### src/rtl/weighted_scale_quantizer_defines.svh
// Assertion macros for the weighted scale quantizer.
`ifndef WEIGHTED_SCALE_QUANTIZER_DEFINES_SVH
`define WEIGHTED_SCALE_QUANTIZER_DEFINES_SVH

// Same-cycle implication, checked outside reset.
`define WSQ_ASSERT_NOW(label, ante, cons) \
	label: assert property (@(posedge clk) disable iff (!arst_n) (ante) |-> (cons)) \
		else $error("wsq assertion failed");

// Next-cycle implication, checked outside reset.
`define WSQ_ASSERT_NEXT(label, ante, cons) \
	label: assert property (@(posedge clk) disable iff (!arst_n) (ante) |=> (cons)) \
		else $error("wsq assertion failed");

`endif

### src/rtl/wsq_pkg.sv
// Types and constants shared by the weighted scale quantizer modules.
package wsq_pkg;

	localparam int XW       = 16;    // input pitch width
	localparam int CandW    = 17;    // candidate and octave base width, signed
	localparam int DistW    = 14;    // candidate distance width
	localparam int WtW      = 9;     // weight width
	localparam int CvW      = 14;    // output pitch width
	localparam int SemW     = 4;     // semitone width
	localparam int CfgW     = 54;    // configuration register width
	localparam int CfgIdxW  = 2;     // configuration index width
	localparam int NumSemi  = 12;
	localparam int NumOct   = 3;     // octave below, same octave, octave above
	localparam int NumCells = NumSemi * NumOct;
	localparam int SemiPerReg = 6;

	localparam int UnitsPerOct  = 3072;
	localparam int UnitsPerSemi = 256;
	localparam int MaxWeight    = 256;
	localparam int OutMax       = 15360;
	localparam int RecipThird   = 171;   // ceil(512 / 3)
	localparam int RecipShift   = 9;

	// Configuration register indexes
	localparam logic [CfgIdxW-1:0] RegWeightsLow  = 2'd0;
	localparam logic [CfgIdxW-1:0] RegWeightsHigh = 2'd1;

	// How the result was chosen
	typedef enum logic [1:0] {
		KindMatch = 2'd0,
		KindNear  = 2'd1,
		KindPass  = 2'd2
	} kind_t;

	// Search state handed from cell to cell
	typedef struct packed {
		logic signed [XW-1:0]    x;
		logic signed [CandW-1:0] base;
		logic                    near_found;
		logic [DistW-1:0]        near_d;
		logic signed [CandW-1:0] near_v;
		logic                    matched;
		logic [WtW-1:0]          best_w;
		logic [WtW-1:0]          best_d;
		logic signed [CandW-1:0] best_v;
	} track_t;

	// Candidate offset from the octave base for cell c (semitone c/3, octave c%3 - 1)
	function automatic logic signed [CandW-1:0] cell_offset(input int c);
		int off;
		begin
			off = ((c % NumOct) - 1) * UnitsPerOct + (c / NumOct) * UnitsPerSemi;
			cell_offset = CandW'(off);
		end
	endfunction

endpackage

### src/rtl/wsq_front.sv
// Entry stage: split the input pitch into its truncated octave base.
module wsq_front (
	input  logic                          clk,
	input  logic                          arst_n,
	input  logic                          adv,
	input  logic                          in_valid,
	input  logic signed [wsq_pkg::XW-1:0] cv_in,
	output logic                          valid_s1,
	output wsq_pkg::track_t               trk_s1
);

	logic [wsq_pkg::XW:0]      mag;
	logic [6:0]                oct_hi;
	logic [12:0]               prod;
	logic [3:0]                oct_abs;
	logic [15:0]               base_abs;
	logic signed [wsq_pkg::CandW-1:0] base;
	wsq_pkg::track_t           trk_d;

	// Octave = |x| / 3072 = (|x| >> 10) / 3, signed back toward zero
	always_comb begin
		mag      = cv_in[wsq_pkg::XW-1] ? (17'd0 - {cv_in[wsq_pkg::XW-1], cv_in})
		                               : {1'b0, cv_in};
		oct_hi   = mag[16:10];
		prod     = 13'(oct_hi * 8'(wsq_pkg::RecipThird));
		oct_abs  = prod[12:wsq_pkg::RecipShift];
		base_abs = 16'(oct_abs * 12'(wsq_pkg::UnitsPerOct));
		base     = cv_in[wsq_pkg::XW-1] ? (17'sd0 - $signed({1'b0, base_abs}))
		                               : $signed({1'b0, base_abs});
	end

	// Seed an empty search
	always_comb begin
		trk_d            = '0;
		trk_d.x          = cv_in;
		trk_d.base       = base;
		trk_d.near_v     = wsq_pkg::CandW'(cv_in);
		trk_d.best_v     = wsq_pkg::CandW'(cv_in);
	end

	always_ff @(posedge clk or negedge arst_n) begin
		if (!arst_n) begin
			valid_s1 <= 1'b0;
		end else if (adv) begin
			valid_s1 <= in_valid;
		end
	end

	always_ff @(posedge clk) begin
		if (adv) begin
			trk_s1 <= trk_d;
		end
	end

endmodule

### config.mk
export PLATFORM = sky130hd
export DESIGN_NAME = wsq_front
export DESIGN_NICKNAME = d
export VERILOG_FILES = /design/src/rtl/weighted_scale_quantizer_defines.svh /design/src/rtl/wsq_pkg.sv /design/src/rtl/wsq_front.sv
export SDC_FILE = /design/constraint.sdc
export NUM_CORES = 1
export LEC_CHECK = 0
export ABC_AREA = 1
export BUFFER_PORTS_ARGS = -buffer_cell sky130_fd_sc_hd__buf_4
export CAP_MARGIN = 5
export CORE_MARGIN = 2
export CORE_UTILIZATION = 53
export DETAILED_ROUTE_END_ITERATION = 7
export GPL_ROUTABILITY_DRIVEN = 0
export PLACE_DENSITY = 0.84
export SYNTH_ARGS = -nofsm -noshare
export SYNTH_HDL_FRONTEND = slang
export SYNTH_SLANG_ARGS = --single-unit
### constraint.sdc
create_clock -name clk -period 1.4 [get_ports clk]
set_input_delay 0.28 -clock clk [delete_from_list [all_inputs] [get_ports clk]]
set_output_delay 0.28 -clock clk [all_outputs]
set_load 0.02 [all_outputs]
==> summary.md <==
| Metric | Value |
|---|---|
| ANT nets after route | `0` |
| Crit path DAT | `5.57 ns` |
| CTS Root Cell | `clkbuf_8` |
| Grt met1 use | `0.321` |
| Die ar. | `5900 um2` |
| Initial antenna violation count | `0` |
| Clock Skew | `0 ns` |
| Die width | `76.8 um` |
| Startpoint Class | `primary input` |
| M2 GR Usage | `0.586` |
| Global routing usage on met3 | `0.0576` |
| # nets final | `525` |
| Most Used Layer, Global Route | `met2` |
| Failing checks | `negative setup slack` |
| RSZ-0062 raised after global routing | `true` |
| Fmax | `0.181 GHz` |
| Io pins | `122` |
| Mapped Cells | `326` |
| Critical Path RT | `1.45 ns` |
| Synth top area cells | `edfxtp_1 (25%), buf_4 (21%), ha_1 (16%), nand2_1 (6.8%), fa_1 (5.7%)` |
| HP Class | `in2reg` |
| Die Y | `76.8 um` |
| Synth top area share | `0.246` |
| Antenna Diode Count | `0` |
| Core area | `5110 um2` |
| Post-synth EDFFs | `23` |
| Tot Pwr | `10.2 mW` |
| Post-Route WL | `11.8 mm` |
| Pleak | `2.20 nW` |
| Synth area leader | `edfxtp_1` |
| Final hold violation count | `0` |
| Synth-to-layout area growth | `51.0%` |
| Flop2flop setup slack | `0.62 ns` |
| Final worst-path setup slack | `-4.12 ns` |
| Power per cell area | `2400 nW/um2` |
| Asr flop ratio synth | `0.0417` |
| Share of layout cells above drive strength 1 | `0.560` |
| FF-to-FF path depth | `1` |
| Max cap viols | `0` |
| Via count | `2,907` |
| Site Rows | `26` |
| First-pass GRT wire length | `14.3 mm` |
| Post-Syn Area | `2810 um2` |
| Final setup vio count | `7` |
| Clock Sinks | `24` |
| Slowest CP cell | `fa_1` |
| Critical Path End Type | `flip-flop` |
| Synth unique cells | `34` |
| CTS max path bufs | `2` |
| Sequential-to-total area share from yosys stat | `0.255` |
| Wire per inst | `22.3 um` |
| Placed Cells | `495` |
| TritonCTS buffer count | `3` |
| DR iter-0 viols | `368` |
| Via/cell ratio | `5.50` |
| Post-layout minimum cycle time | `5.52 ns` |
| Crit Path Max Fanout | `3` |
| FF-to-FF Start | `valid_s1` |
| GRT Residual Overflow | `0` |
| Starting Density | `0.550` |
| Port bufs | `77` |
| Post-synthesis register bit count | `24` |
| Pre-CTS WS | `-4.03 ns` |
| CP endpoint | `trk_s1[83]` |
| Post-route insts no fill | `529` |
| GRT Total Usage | `0.313` |
| Clock-pin slew on the worst setup and hold paths | `0.10 ns` |
| Fin crit share | `3.94` |
| CP dominant cell by count | `nand2_2` |
| Max IR drop VDD | `2.36 mV` |
| Hpwl dp | `5.47 mm` |
| Clk Latency, worst-skew pair | `0.28 ns` |
| Worst Setup SP | `cv_in[0]` |
| Slew Viols, Final | `0` |
| Main synth FF type | `edfxtp_1` |
| Drt first pass iters | `5` |
| DRC viols | `0` |
| Syn_area_per_cell | `8.62 um2` |
| Crit Reg-Reg Endpoint | `valid_s1` |
| Number of global-route vias before repair | `2,729` |
| CTS tree | `done` |
| Type of the worst setup path | `in2reg` |
| Largest net degree at the start of global routing | `19` |
| Worst path max stage delay | `0.54 ns` |
| Synth warn | `0` |
| H-tree depth | `1` |
| Status | `complete, but fails checks` |
## area by class of cell
type / count / area, um2
flip-flops and latches: 24 / 716
repair buffers: 162 / 1270
inverters: 45 / 174
well taps: 70 / 87.6
clock inverters: 1 / 30.0
clock buffers: 3 / 41.3
fillers: 202 / 865
multi-input cells: 224 / 1920
## sequential cells by signal, summed over array words and instances (netlist names)
name,cells
trk_s1,23
valid_s1,1
## cells in the final DEF, fill, tap and decap left out, types with 2 or more instances in the layout
| cell | netlist | final |
|---|---|---|
| nand2_2 | 9 | 23 |
| nor2_4 | 0 | 10 |
| clkbuf_8 | 0 | 3 |
| buf_8 | 0 | 2 |
| o21ai_0 | 3 | 2 |
| inv_2 | 2 | 8 |
| nand2_1 | 51 | 30 |
| nand3_2 | 4 | 5 |
| nand2_4 | 0 | 7 |
| inv_4 | 0 | 2 |
| buf_4 | 79 | 148 |
| a21oi_1 | 6 | 2 |
| nand3_1 | 10 | 8 |
| xor2_1 | 7 | 3 |
| conb_1 | 1 | 47 |
| nor3_2 | 0 | 2 |
| nor2_2 | 1 | 5 |
| nor4_4 | 1 | 2 |
| buf_6 | 0 | 11 |
| xor2_2 | 0 | 3 |
| edfxtp_1 | 23 | 23 |
| fa_2 | 0 | 2 |
| nand3b_1 | 4 | 4 |
| nor2_1 | 19 | 5 |
| a21oi_2 | 0 | 4 |
| fa_1 | 8 | 6 |
| ha_1 | 37 | 30 |
| inv_1 | 42 | 35 |
| ha_4 | 0 | 7 |
## cells in the mapped netlist, types with 2 or more instances
cell type  instances
a21oi_1            6
buf_4             79
edfxtp_1          23
fa_1               8
ha_1              37
inv_1             42
inv_2              2
nand2_1           51
nand2_2            9
nand3_1           10
nand3_2            4
nand3b_1           4
nor2_1            19
nor3_1             3
o21ai_0            3
xnor2_1            2
xor2_1             7
## metrics by stage
stage	setup TNS, ns	utilization	hold slack [ns]	area, um2
after CTS	-23.88	0.775	0.185	3960
after floorplan	-22.59	-	-0.0156	3080
after global routing	-27.02	0.831	0.179	4240
after detailed placement	-25.56	0.699	0.0632	3570
after global placement	-24.91	0.699	0.0551	3570
final	-26.23	0.831	0.179	4240
## worst min path at each step
stage,start,end,slack [ns],cells after the start
floorplan,arst_n,valid_s1,-0.02,0
global placement,arst_n,valid_s1,0.06,1
detailed placement,arst_n,valid_s1,0.06,1
CTS,cv_in[3],trk_s1[88],0.19,1
global route,cv_in[9],trk_s1[94],0.18,1
finish,cv_in[12],trk_s1[97],0.18,1
## what timing repair did
item | CTS | global route
endpoints found under the hold margin | 1 | 0
gates resized for setup | 28 | 61
cloned | 0 | 0
endpoints found under the setup margin | 7 | 7
pin swaps | 31 | 41
hold buffers | 1 | 0
buffers inserted | 24 | 8
## worst max-delay path, delay by kind of cell
family / cells / cell delay, ns
XOR/XNOR: 1 / 0.21
buffers and inverters: 8 / 0.84
AND/OR/NAND/NOR: 18 / 1.82
adder cells (fa/ha/maj): 5 / 2.03
AO/OA/AOI/OAI: 2 / 0.37
## per-layer routing
metal | vias to the layer above | wire [um] | share of wire
li1 | 1181 | - | -
met4 | 0 | 859 | 0.073
met3 | 81 | 1130 | 0.096
met2 | 271 | 5860 | 0.50
met5 | - | 0 | 0
met1 | 1374 | 3940 | 0.33
## logic make-up after synthesis
family	Yosys count	synth area share
buffers and inverters	124	0.271
flip-flops	24	0.255
XOR/XNOR	9	0.0281
AO/OA/AOI/OAI	15	0.0343
adder cells (fa/ha/maj)	45	0.222
other	1	0.00133
AND/OR/NAND/NOR	107	0.185
multiplexers	1	0.00401
## report_power, final
part / total [mW] / switching (mW) / internal [mW]
sequential: 1.18 / 0.112 / 1.07
combinational: 8.35 / 4.45 / 3.90
clock: 0.649 / 0.266 / 0.383
(Power assumes the default switching activity.)
