==> config.mk <==
export PLATFORM = sky130hd
export DESIGN_NAME = wsq_cell
export DESIGN_NICKNAME = d
export VERILOG_FILES = /design/src/rtl/weighted_scale_quantizer_defines.svh /design/src/rtl/wsq_pkg.sv /design/src/rtl/wsq_cell.sv
export SDC_FILE = /design/constraint.sdc
export NUM_CORES = 1
export LEC_CHECK = 0
export ABC_CLOCK_PERIOD_IN_PS = 1560
export BUFFER_PORTS_ARGS = -buffer_cell sky130_fd_sc_hd__buf_2
export CAP_MARGIN = 20
export CORE_ASPECT_RATIO = 0.6
export CORE_MARGIN = 3
export CORE_UTILIZATION = 59
export CTS_CLUSTER_DIAMETER = 50
export DETAILED_ROUTE_END_ITERATION = 16
export PLACE_DENSITY = 0.84
export SKIP_LAST_GASP = 1
export SLEW_MARGIN = 40
export SYNTH_ARGS = -nofsm -noshare
export SYNTH_HDL_FRONTEND = slang
export SYNTH_SLANG_ARGS = --single-unit
==> constraint.sdc <==
create_clock -name clk -period 1.56 [get_ports clk]
set_input_delay 0.078 -clock clk [delete_from_list [all_inputs] [get_ports clk]]
set_output_delay 0.078 -clock clk [all_outputs]
set_load 0.1 [all_outputs]
==> src/rtl/weighted_scale_quantizer_defines.svh <==
// Assertion macros for the weighted scale quantizer.
`ifndef WEIGHTED_SCALE_QUANTIZER_DEFINES_SVH
`define WEIGHTED_SCALE_QUANTIZER_DEFINES_SVH

// Same-cycle implication, checked outside reset.
`define WSQ_ASSERT_NOW(label, ante, cons) \
	label: assert property (@(posedge clk) disable iff (!arst_n) (ante) |-> (cons)) \
		else $error("wsq assertion failed");

// Next-cycle implication, checked outside reset.
`define WSQ_ASSERT_NEXT(label, ante, cons) \
	label: assert property (@(posedge clk) disable iff (!arst_n) (ante) |=> (cons)) \
		else $error("wsq assertion failed");

`endif

==> src/rtl/wsq_pkg.sv <==
// Types and constants shared by the weighted scale quantizer modules.
package wsq_pkg;

	localparam int XW       = 16;    // input pitch width
	localparam int CandW    = 17;    // candidate and octave base width, signed
	localparam int DistW    = 14;    // candidate distance width
	localparam int WtW      = 9;     // weight width
	localparam int CvW      = 14;    // output pitch width
	localparam int SemW     = 4;     // semitone width
	localparam int CfgW     = 54;    // configuration register width
	localparam int CfgIdxW  = 2;     // configuration index width
	localparam int NumSemi  = 12;
	localparam int NumOct   = 3;     // octave below, same octave, octave above
	localparam int NumCells = NumSemi * NumOct;
	localparam int SemiPerReg = 6;

	localparam int UnitsPerOct  = 3072;
	localparam int UnitsPerSemi = 256;
	localparam int MaxWeight    = 256;
	localparam int OutMax       = 15360;
	localparam int RecipThird   = 171;   // ceil(512 / 3)
	localparam int RecipShift   = 9;

	// Configuration register indexes
	localparam logic [CfgIdxW-1:0] RegWeightsLow  = 2'd0;
	localparam logic [CfgIdxW-1:0] RegWeightsHigh = 2'd1;

	// How the result was chosen
	typedef enum logic [1:0] {
		KindMatch = 2'd0,
		KindNear  = 2'd1,
		KindPass  = 2'd2
	} kind_t;

	// Search state handed from cell to cell
	typedef struct packed {
		logic signed [XW-1:0]    x;
		logic signed [CandW-1:0] base;
		logic                    near_found;
		logic [DistW-1:0]        near_d;
		logic signed [CandW-1:0] near_v;
		logic                    matched;
		logic [WtW-1:0]          best_w;
		logic [WtW-1:0]          best_d;
		logic signed [CandW-1:0] best_v;
	} track_t;

	// Candidate offset from the octave base for cell c (semitone c/3, octave c%3 - 1)
	function automatic logic signed [CandW-1:0] cell_offset(input int c);
		int off;
		begin
			off = ((c % NumOct) - 1) * UnitsPerOct + (c / NumOct) * UnitsPerSemi;
			cell_offset = CandW'(off);
		end
	endfunction

endpackage

==> src/rtl/wsq_cell.sv <==
// One search cell: score a single candidate and pass the best so far onward.
module wsq_cell (
	input  logic                                clk,
	input  logic                                arst_n,
	input  logic                                adv,
	input  logic                                in_valid,
	input  wsq_pkg::track_t                     in_trk,
	input  logic [wsq_pkg::WtW-1:0]             weight,
	input  logic signed [wsq_pkg::CandW-1:0]    offset,
	output logic                                out_valid,
	output wsq_pkg::track_t                     out_trk
);

	logic signed [wsq_pkg::CandW-1:0] cand;
	logic signed [wsq_pkg::CandW:0]   diff;
	logic [wsq_pkg::CandW:0]          dist_full;
	logic [wsq_pkg::DistW-1:0]        cand_dist;
	logic [wsq_pkg::WtW:0]            bd1;
	logic [wsq_pkg::WtW:0]            d1;
	logic [2*wsq_pkg::WtW:0]          lhs;
	logic [2*wsq_pkg::WtW:0]          rhs;
	logic                             en;
	logic                             closer;
	logic                             hit;
	logic                             better;
	wsq_pkg::track_t                  trk_d;

	// Distance from the input to this candidate
	always_comb begin
		cand      = in_trk.base + offset;
		diff      = (wsq_pkg::CandW+1)'(in_trk.x) - (wsq_pkg::CandW+1)'(cand);
		dist_full = diff[wsq_pkg::CandW] ? 18'(-diff) : 18'(diff);
		cand_dist = dist_full[wsq_pkg::DistW-1:0];
	end

	// Compare scores weight/(dist+1) by cross-multiplication
	always_comb begin
		en     = (weight != '0);
		closer = en && (!in_trk.near_found || (cand_dist < in_trk.near_d));
		hit    = en && (cand_dist <= wsq_pkg::DistW'(weight));
		bd1    = {1'b0, in_trk.best_d} + 10'd1;
		d1     = {1'b0, cand_dist[wsq_pkg::WtW-1:0]} + 10'd1;
		lhs    = 19'(weight * bd1);
		rhs    = 19'(in_trk.best_w * d1);
		better = hit && (!in_trk.matched || (lhs > rhs));
	end

	// Update the nearest and best-match records
	always_comb begin
		trk_d = in_trk;
		if (closer) begin
			trk_d.near_found = 1'b1;
			trk_d.near_d     = cand_dist;
			trk_d.near_v     = cand;
		end
		if (better) begin
			trk_d.matched = 1'b1;
			trk_d.best_w  = weight;
			trk_d.best_d  = cand_dist[wsq_pkg::WtW-1:0];
			trk_d.best_v  = cand;
		end
	end

	always_ff @(posedge clk or negedge arst_n) begin
		if (!arst_n) begin
			out_valid <= 1'b0;
		end else if (adv) begin
			out_valid <= in_valid;
		end
	end

	always_ff @(posedge clk) begin
		if (adv) begin
			out_trk <= trk_d;
		end
	end

endmodule

==> summary.md, run 1 <==
| Metric | Value |
|---|---|
| Post-synth ARST share | `less than 1%` |
| Die Ht | `between 100 and 150 um` |
| Mapped Area | `roughly 13000 um^2` |
| Cts bufs inserted | `9` |
| Worst_ep kind | `sequential cell input` |
| Yosys reg bits | `102` |
| Synth cell types | `81` |
| Initial Util | `between 60 and 70%` |
| Tot GR Track Use | `72.7%` |
| Post-synthesis sequential area ratio | `a little under a quarter` |
| Post-Syn Nets | `between 1500 and 2000` |
| Clock Tree Buf Depth | `2` |
| CTS Sinks | `102` |
| H-tree levels | `3` |
| Yosys top cell area share | `between 20% and 30%` |
| Halt Stage | `global routing` |
| Primary FF master, synth | `edfxtp_1` |
| Clk root buf | `clkbuf_16` |
| Core Rows | `~40` |
| Yosys top cell by area | `edfxtp_1` |
| Cell count after synthesis | `about 1300` |
| GP Congestion | `roughly 0.98` |
| Top Ports | `between 200 and 250` |
| GR repair worst EP | `out_trk[29]$_DFFE_PP_/D` |
| Stop Error | `[ERROR GRT-0232] Routing congestion too high. Check the congestion heatmap in the GUI.` |
| Status | `stopped before the end` |
| Synth top area cells | `edfxtp_1 23%, fa_1 18%, ha_1 15%, inv_1 6.5%, nand2_1 4.0%` |
| Dpl hpwl | `approximately 36000 um` |
| Largest net degree at the start of global routing | `33` |
| Synth Area per Inst | `between 9 and 10 um^2` |
| Initial antenna violation count | `8` |
| EDFF count, synth | `a little over 100` |
| Die W | `just under 200 um` |
| Synth Warn # | `0` |
| Port buffer count | `roughly 230` |
| Total congestion overflow | `8` |
## what timing repair did
item | 4_1_cts
pin swaps | 83
hold buffers | 32
gates cloned | 6
hold endpoints to repair | 32
buffers inserted | 49
resized for setup | 106
endpoints found under the setup margin | 67
## routing by layer
metal / overflow / track usage, %
met1: 0 / 71.3
met2: 3 / 86.1
met3: 0 / 62.8
met4: 5 / 70.4
met5: 0 / 44.4
## stage by stage
stage	hold WS, ns	setup WS [ns]	std cells	area, um^2
2_1_floorplan	-0.218	-8.35	1320	13300
3_3_place_gp	-0.147	-9.02	2110	17100
3_5_place_dp	-0.143	-9.69	2110	17100
4_1_cts	0.0109	-8.69	2213	18700
## synth_stat cells (4+ instances only)
cell type and instances:
edfxtp_1 101, a21oi_1 54, xor2_1 20, xnor2_1 42, or2_2 5, mux2i_1 12, nand3b_1 4, o21ai_0 24
a211oi_1 8, o21a_1 9, a2111oi_0 5, clkbuf_1 27, nand2_1 138, fa_1 116, ha_1 154, nor4_1 5
o21bai_1 10, and2_1 72, o211ai_1 6, nor3_1 17, nor2b_1 8, and3_1 11, nand2b_1 12, nand3_1 22
nor2_1 35, xnor2_2 4, mux2_2 31, a31oi_1 4, nand4_1 11, a21o_1 22, mux2_4 27, inv_1 226
## cell families after synthesis
| family | after synthesis | share of synthesized area (%) |
|---|---|---|
| AO/OA/AOI/OAI | 182 | 10.0 |
| adder cells (fa/ha/maj) | 271 | 32.6 |
| XOR/XNOR | 69 | 5.08 |
| flip-flops | 102 | 23.4 |
| buffers and inverters | 258 | 7.61 |
| multiplexers | 70 | 6.70 |
| AND/OR/NAND/NOR | 368 | 14.6 |
==> run 2, diff against run 1 <==
- CORE_ASPECT_RATIO: 0.6 -> not set
- CORE_UTILIZATION: 59 -> 40
- CTS_CLUSTER_DIAMETER: 50 -> not set
- PLACE_DENSITY: 0.84 -> not set
- PLACE_DENSITY_LB_ADDON: not set -> 0.15
==> summary.md, run 2 <==
| Metric | Value |
|---|---|
| Status | `finished, violations left` |
| Failing checks | `negative setup slack` |
| Share of cells above drive strength 1 | `a little over two fifths` |
| DRT iter0 DRCs | `just over 700` |
| CORE AREA | `~32000 um^2` |
| Unrepaired setup endpoints after global routing | `true` |
| Dpl hpwl | `~34000 um` |
| Worst slew pin tran | `~0.54 ns` |
| Nets | `~2400` |
| Final-report hold violation count | `0` |
| Clock transition at path regs | `about 0.080 ns` |
| Cell count after synthesis | `about 1300` |
| Post-synthesis sequential area ratio | `roughly a quarter` |
| CTS Sinks | `just over 100` |
| FF-to-FF End | `out_valid` |
| Hold path depth | `2` |
| Cell depth of the worst flop-to-flop path | `1` |
| Share of the clock period used by the worst path after layout | `647%` |
| Type of element capturing the critical path | `register` |
| Vias in the first global route | `12000` |
| Core Rows | `between 60 and 70` |
| Total congestion overflow | `0` |
| Fin cells | `2394` |
| DRC | `0` |
| Largest registers | `out_trk: 101 flops, out_valid: 1 flops` |
| Most frequent cells in the layout | `356 x buf_4, 231 x buf_2, 216 x inv_1, 142 x ha_1, 129 x nand2_1` |
| Setup crit start | `offset[0]` |
| Vias/cell | `about 4.9` |
| Max incr delay on CP | `~0.53 ns` |
| Clk_skew | `0 ns` |
| Flop2flop setup slack | `0.81 ns` |
| Post-synth ARST share | `0.980%` |
| Tot GR Track Use | `23.6%` |
| Critical path endpoint | `out_trk[7]` |
| Largest Register | `out_trk` |
| Setup Crit Path Kind | `in -> reg` |
| Setup TNS | `-438.60 ns` |
| Clk root buf | `clkbuf_16` |
| Yosys reg bits | `around 100` |
| Largest net degree at the start of global routing | `29` |
| First-pass GRT wire length | `around 66000 um` |
| Mapped Area | `around 13000 um^2` |
| Yosys top cell by area | `edfxtp_1` |
| Setup-violating endpoint count in the final report | `67` |
| Antenna diode count | `0` |
| Critical path peak fanout | `7` |
| Synth top area cells | `edfxtp_1 23%, fa_1 18%, ha_1 15%, inv_1 6.5%, nand2_1 4.0%` |
| CP startpoint kind | `input pin` |
| Die ar. | `approximately 35000 um^2` |
| DRT Pass-1 Iters | `5` |
| Post-route ant nets | `0` |
| CTS tree | `done` |
| Die W | `between 150 and 200 um` |
| Primary FF master, synth | `edfxtp_1` |
| Max reg flops | `around 100` |
| Req. time, crit path | `1.67 ns` |
| Slew headroom | `roughly 64%` |
| Clock Tree Buf Depth | `2` |
| Most frequent cell after synthesis | `inv_1` |
| P&R area growth vs syn | `46.5%` |
| Initial antenna violation count | `1` |
| Crit path max-delay cell type | `fa_1` |
| Synth top cells by count | `226 x inv_1, 154 x ha_1, 138 x nand2_1` |
| Fillers | `2798` |
| Routed wire length | `about 42000 um` |
| Post-Syn Nets | `about 1700` |
| Most common cell on crit path | `o21ai_2` |
| Reg2Reg Launch Point | `out_valid` |
| Top Ports | `about 230` |
| Synth cell types | `around 80` |
| Worst Slack Setup Final | `-8.54 ns` |
| Initial Util | `about two fifths` |
| Final Critical Period | `10.10 ns` |
| Fin. max-slew vios | `0` |
| EDFF count, synth | `between 100 and 150` |
| Worst-Skew Late Latency | `between 0.3 and 0.4 ns` |
| Yosys top cell area share | `23.2%` |
| Worst min path class | `in -> reg` |
| Synth Warn # | `0` |
| Die Ht | `187 um` |
| GP Congestion | `0.877` |
| Post-placement cell count | `between 2000 and 2500` |
| Max-Cap Viols | `0` |
| H-tree levels | `3` |
| Via count | `11700` |
| Max Clock Freq | `about 0.099 GHz` |
| Commonest non-fill, non-tap cell in the layout | `buf_4` |
| WHS | `0.0131 ns` |
| Port buffer count | `232` |
| Routed WL per cell | `roughly 17 um` |
| Worst Path Arrival | `between 10 and 15 ns` |
| Synth Area per Inst | `between 9 and 10 um^2` |
| Cts bufs inserted | `9` |
[run 2: cell counts after synthesis]
Identical to the previous run, type by type.
[run 2: final cells by class]
| type | instances | area (um^2) | area share, % |
|---|---|---|---|
| Tap cell | 435 | 544 | 2.84 |
| Inverter | 226 | 851 | 4.45 |
| Clock buffer | 10 | 229 | 1.20 |
| Multi-Input combinational cell | 960 | 9710 | 50.7 |
| Sequential cell | 102 | 3060 | 16.0 |
| Timing Repair Buffer | 655 | 4700 | 24.5 |
| Clock inverter | 6 | 53.8 | 0.281 |
[run 2: stage by stage]
stage | setup WS, ns | area [um^2] | util (%)
after global routing | -9.00 | 19100 | 60.0
after CTS | -8.47 | 19100 | 59.8
after global placement | -8.87 | 17500 | 54.9
after floorplan | -8.35 | 13300 | -
after detailed placement | -9.13 | 17500 | 54.9
final | -8.54 | 19100 | 60.0
[run 2: how the worst min path moves through the flow]
stage	endpoint	start
floorplan	out_valid	arst_n
detailed placement	out_valid	arst_n
finish	out_trk[8]	in_trk[8]
global route	out_trk[2]	in_trk[2]
CTS	out_trk[8]	in_trk[8]
global placement	out_valid	arst_n
[run 2: metal layers]
| layer | wire (um) | global-route usage (%) |
|---|---|---|
| met4 | 497 | 3.66 |
| met3 | 2710 | 5.19 |
| met1 | 19400 | 33.8 |
| met5 | 12 | 0 |
| met2 | 19100 | 37.7 |
[run 2: logic make-up after synthesis]
family	count (synthesis)	share of synthesized area [%]
and+or+nand+nor	368	14.6
adders and majority gates	271	32.6
buffers and inverters	258	7.61
AOI/OAI and AO/OA	182	10.0
DFF	102	23.4
muxes	70	6.70
xor gates and xnor gates	69	5.08
[run 2: worst max-delay path, delay by kind of cell]
kind | cells | cell delay, ns
AOI/OAI and AO/OA | 23 | 3.62
adders and majority gates | 9 | 3.32
buffers and inverters | 11 | 1.18
and+or+nand+nor | 8 | 1.05
xor gates and xnor gates | 3 | 0.60
muxes | 1 | 0.32
[run 2: repair_timing]
action	4_1_cts	5_1_grt
gates cloned	6	2
gates resized for setup	120	24
pin swaps	68	29
buffers inserted	38	9
hold endpoints to repair	30	0
hold buffers	30	0
setup endpoints to repair	67	67
Power of run 2 is left out: the tool's default activity adds up to more than one toggle a clock period on the data nets, which glitch-free logic cannot reach.
